`src/rtl/pcc_queue.sv`:
```
`default_nettype none
module pcc_queue #(
  parameter int W     = 8,
  parameter int DEPTH = 2
) (
  input  wire logic         clk,
  input  wire logic         rst,
  input  wire logic         push,
  input  wire logic [W-1:0] din,
  output logic              full,
  input  wire logic         pop,
  output logic [W-1:0]      dout,
  output logic              empty
);
  localparam int AW = (DEPTH > 1) ? $clog2(DEPTH) : 1;
  localparam int CW = $clog2(DEPTH + 1);

  logic [W-1:0]  slots [DEPTH];
  logic [AW-1:0] wr_ptr;
  logic [AW-1:0] rd_ptr;
  logic [CW-1:0] fill;

  assign full  = (fill == CW'(DEPTH));
  assign empty = (fill == '0);
  assign dout  = slots[rd_ptr];

  always_ff @(posedge clk) begin
    if (push) begin
      slots[wr_ptr] <= din;
    end
  end

  always_ff @(posedge clk) begin
    if (rst) begin
      wr_ptr <= '0;
      rd_ptr <= '0;
      fill   <= '0;
    end else begin
      if (push) begin
        wr_ptr <= (wr_ptr == AW'(DEPTH - 1)) ? '0 : wr_ptr + 1'b1;
      end
      if (pop) begin
        rd_ptr <= (rd_ptr == AW'(DEPTH - 1)) ? '0 : rd_ptr + 1'b1;
      end
      if (push && !pop) begin
        fill <= fill + 1'b1;
      end else if (pop && !push) begin
        fill <= fill - 1'b1;
      end
    end
  end

  a_no_overflow: assert property (@(posedge clk) disable iff (rst) push |-> !full)
    else $error("queue written while full");
  a_no_underflow: assert property (@(posedge clk) disable iff (rst) pop |-> !empty)
    else $error("queue read while empty");
  a_fill_range: assert property (@(posedge clk) disable iff (rst) fill <= CW'(DEPTH))
    else $error("queue fill count out of range");

endmodule
`default_nettype wire

```
`config.mk`:
```
export PLATFORM = sky130hd
export DESIGN_NAME = pcc_queue
export DESIGN_NICKNAME = d
export VERILOG_FILES = /design/src/rtl/pcc_queue.sv
export SDC_FILE = /design/constraint.sdc
export NUM_CORES = 1
export LEC_CHECK = 0
export BUFFER_PORTS_ARGS = -buffer_cell sky130_fd_sc_hd__buf_4
export CAP_MARGIN = 20
export CORE_MARGIN = 4
export CORE_UTILIZATION = 52
export CTS_CLUSTER_DIAMETER = 150
export DETAILED_ROUTE_END_ITERATION = 16
export GPL_TIMING_DRIVEN = 0
export PLACE_DENSITY = 0.85
export SYNTH_ARGS = -nofsm -noshare
export SYNTH_HDL_FRONTEND = slang
export SYNTH_SLANG_ARGS = --single-unit
```
`constraint.sdc`:
```
create_clock -name clk -period 1.79 [get_ports clk]
set_input_delay 0.2685 -clock clk [delete_from_list [all_inputs] [get_ports clk]]
set_output_delay 0.2685 -clock clk [all_outputs]
set_load 0.1 [all_outputs]
```
==> results.md <==
- Outcome: finished, final reports clean
- Slew Limit Headroom: 0.511
- Number of buffers added on ports: 21
- Reg clk slew, reported paths: 110 ps
- Max-cap violations: 0
- Critical-path cell list: buf_2, mux2_2, buf_4
- Crit path buf inv count: 2
- Clk buf depth: 2
- Routed vias/inst: 5.07
- Chip height: 46.8 um
- Hold Crit Class: in -> reg
- Vias in the first global route: 430
- Post-route antenna net violation count: 0
- Clock H-tree levels: 1
- Setup Skew: 1.40 ps
- Pre-CTS WS: 423 ps
- Drt total wl: 1270 um
- DR pass1 iterations: 3
- Routed WL per cell: 14.6 um
- CP max stage delay: 360 ps
- Reg power frac: 0.499
- Initial core utilization: 0.573
- Root Buffer: clkbuf_4
- Setup tns final: 0 ps
- Final setup viols: 0
- Crit-path max FO: 8
- Total power: 1.16 mW
- Max IR drop VDD: 802 uV
- Mapped cell area: 783 um^2
- # resized after CTS: 0
- Largest net degree at the start of global routing: 13
- Clk network pwr share: 0.190
- Leakage: 0.398 nW
- YS warnings: 0
- Combinational share of power: 0.310
- Post-Syn Area per Cell: 16.7 um^2
- Num rows: 13
- CP endpoint kind: output pin
- Final period util: 0.948
- Syn Nets: 60
- Critical Path AT: 1430 ps
- Core Box Area: 1370 um^2
- Skew-Pair Late Insertion Delay: 300 ps
- Unrepaired setup endpoints after global routing: false
- Crit-path slowest cell: mux2_2
- Nets: 86
- Final Hold Fails: 0
- Initial antenna violation count: 0
- Total CTS buffers: 3
- Die W: 46.8 um
- Most common cell after layout, fill and taps aside: buf_4
- Fillers: 91
- Core Util, Final: 0.724
- GRT Total Usage: 0.130
- Antenna Cells: 0
- Post-synth cell types: 15
- Final GP Congestion: 0.654
- Flops & latches, synth: 21
- Layout cells sized above 1: 0.500
- First-pass GRT wire length: 1860 um
- Critical Path RT: 1520 ps
- CTS tree: yes
- Sw frac: 0.363
- Drc violations: 0
- NetSw: 0.420 mW
- Die ar.: 2190 um^2
- Worst slew pin tran: 732 ps
- Hold buffers post-CTS: 0
- WS Path Type: reg -> out
- Post-synthesis cell count: 47
- Final Cell Area: 990 um^2
- Top Ports: 22
- Post-CTS Setup Bufs: 0
- Max Fclk: 0.589 GHz
- Register area share after synthesis: 0.741
- Int Power: 0.739 mW
- Cell family with most CP delay: buffers and inverters
- Area Overhead vs Synth: 26.4%
- Initial DRC Count: 17
- Final Max Tran Viols: 0
- Worst setup margin: 92.8 ps
- Minimum clock period: 1700 ps
- PwrDens: 1170 nW/um^2
- Grt total ovfl: 0
- Multi-input logic area: 196 um^2
- Clock Sinks: 21
- Setup crit start kind: flip-flop
- Vias: 441
- Dpl cell area: 962 um^2
- Sequential standard cell area: 581 um^2
- Most frequent cells in the layout: 21 x buf_4, 16 x edfxtp_1, 8 x mux2_2
==> synthesized netlist by cell type <==
cell	number	area share
edfxtp_1	16	0.61
and2b_2	1	0.011
xnor2_1	2	0.022
a21oi_1	1	0.0064
or3_1	1	0.0080
ha_1	1	0.016
buf_2	1	0.0064
xor2_1	2	0.022
nor2b_1	1	0.0080
mux2_2	8	0.12
inv_1	1	0.0048
dfxtp_1	5	0.13
nor2_1	5	0.024
o21ai_0	1	0.0064
and2_1	1	0.0080
==> layout make-up <==
| class | count | share of cell area |
|---|---|---|
| flip-flops and latches | 21 | 0.587 |
| multi-input cells | 24 | 0.198 |
| repair buffers | 21 | 0.159 |
| clock buffers | 3 | 0.0228 |
| well taps | 15 | 0.0190 |
| clock inverters | 1 | 0.00506 |
| plain buffers | 1 | 0.00506 |
| inverters | 1 | 0.00379 |
==> cells by family after synthesis <==
group / after synthesis / synth area share
AO/OA/AOI/OAI: 2 / 0.0128
XOR/XNOR: 4 / 0.0447
adder cells (fa/ha/maj): 1 / 0.0160
buffers and inverters: 2 / 0.0112
flip-flops: 21 / 0.741
multiplexers: 8 / 0.115
AND/OR/NAND/NOR: 9 / 0.0591
==> per-layer routing <==
layer / wire length, um / GRT usage / share of wire
met1: 499 / 0.144 / 0.39
met3: 75 / 0.0230 / 0.059
met4: 38 / 0.0994 / 0.030
met2: 657 / 0.220 / 0.52
met5: 0 / 0 / 0
==> final timing paths <==
check	start	cells past startpoint	slack [ps]	end
setup / recovery	flip-flop	3	90	dout[5]
hold / removal	din[5]	1	140	slots[1][5]
setup reg to reg	wr_ptr	1	510	slots[0][6]
hold reg to reg	fill[1]	2	520	fill[1]
==> power groups by stage <==
stage	Combinational, mW	Clock (mW)	Sequential, mW
final	0.360	0.221	0.579
after global routing	0.373	0.248	0.582
after CTS	0.363	0.226	0.580
after detailed placement	0.361	0	0.591
after global placement	0.355	0	0.588
after floorplan	0.283	0	0.586
==> per-stage QoR <==
stage | hold slack [ps] | cells
after floorplan | 338 | 47
after global placement | 454 | 83
after detailed placement | 456 | 83
after CTS | 138 | 87
after global routing | 130 | 87
final | 144 | 87
==> state kept, by name (all words and copies together), names as in the netlist, named ones only <==
register  cells
fill          2
slots        16
wr_ptr        1
rd_ptr        1
Power figures use the tool's default switching activity.
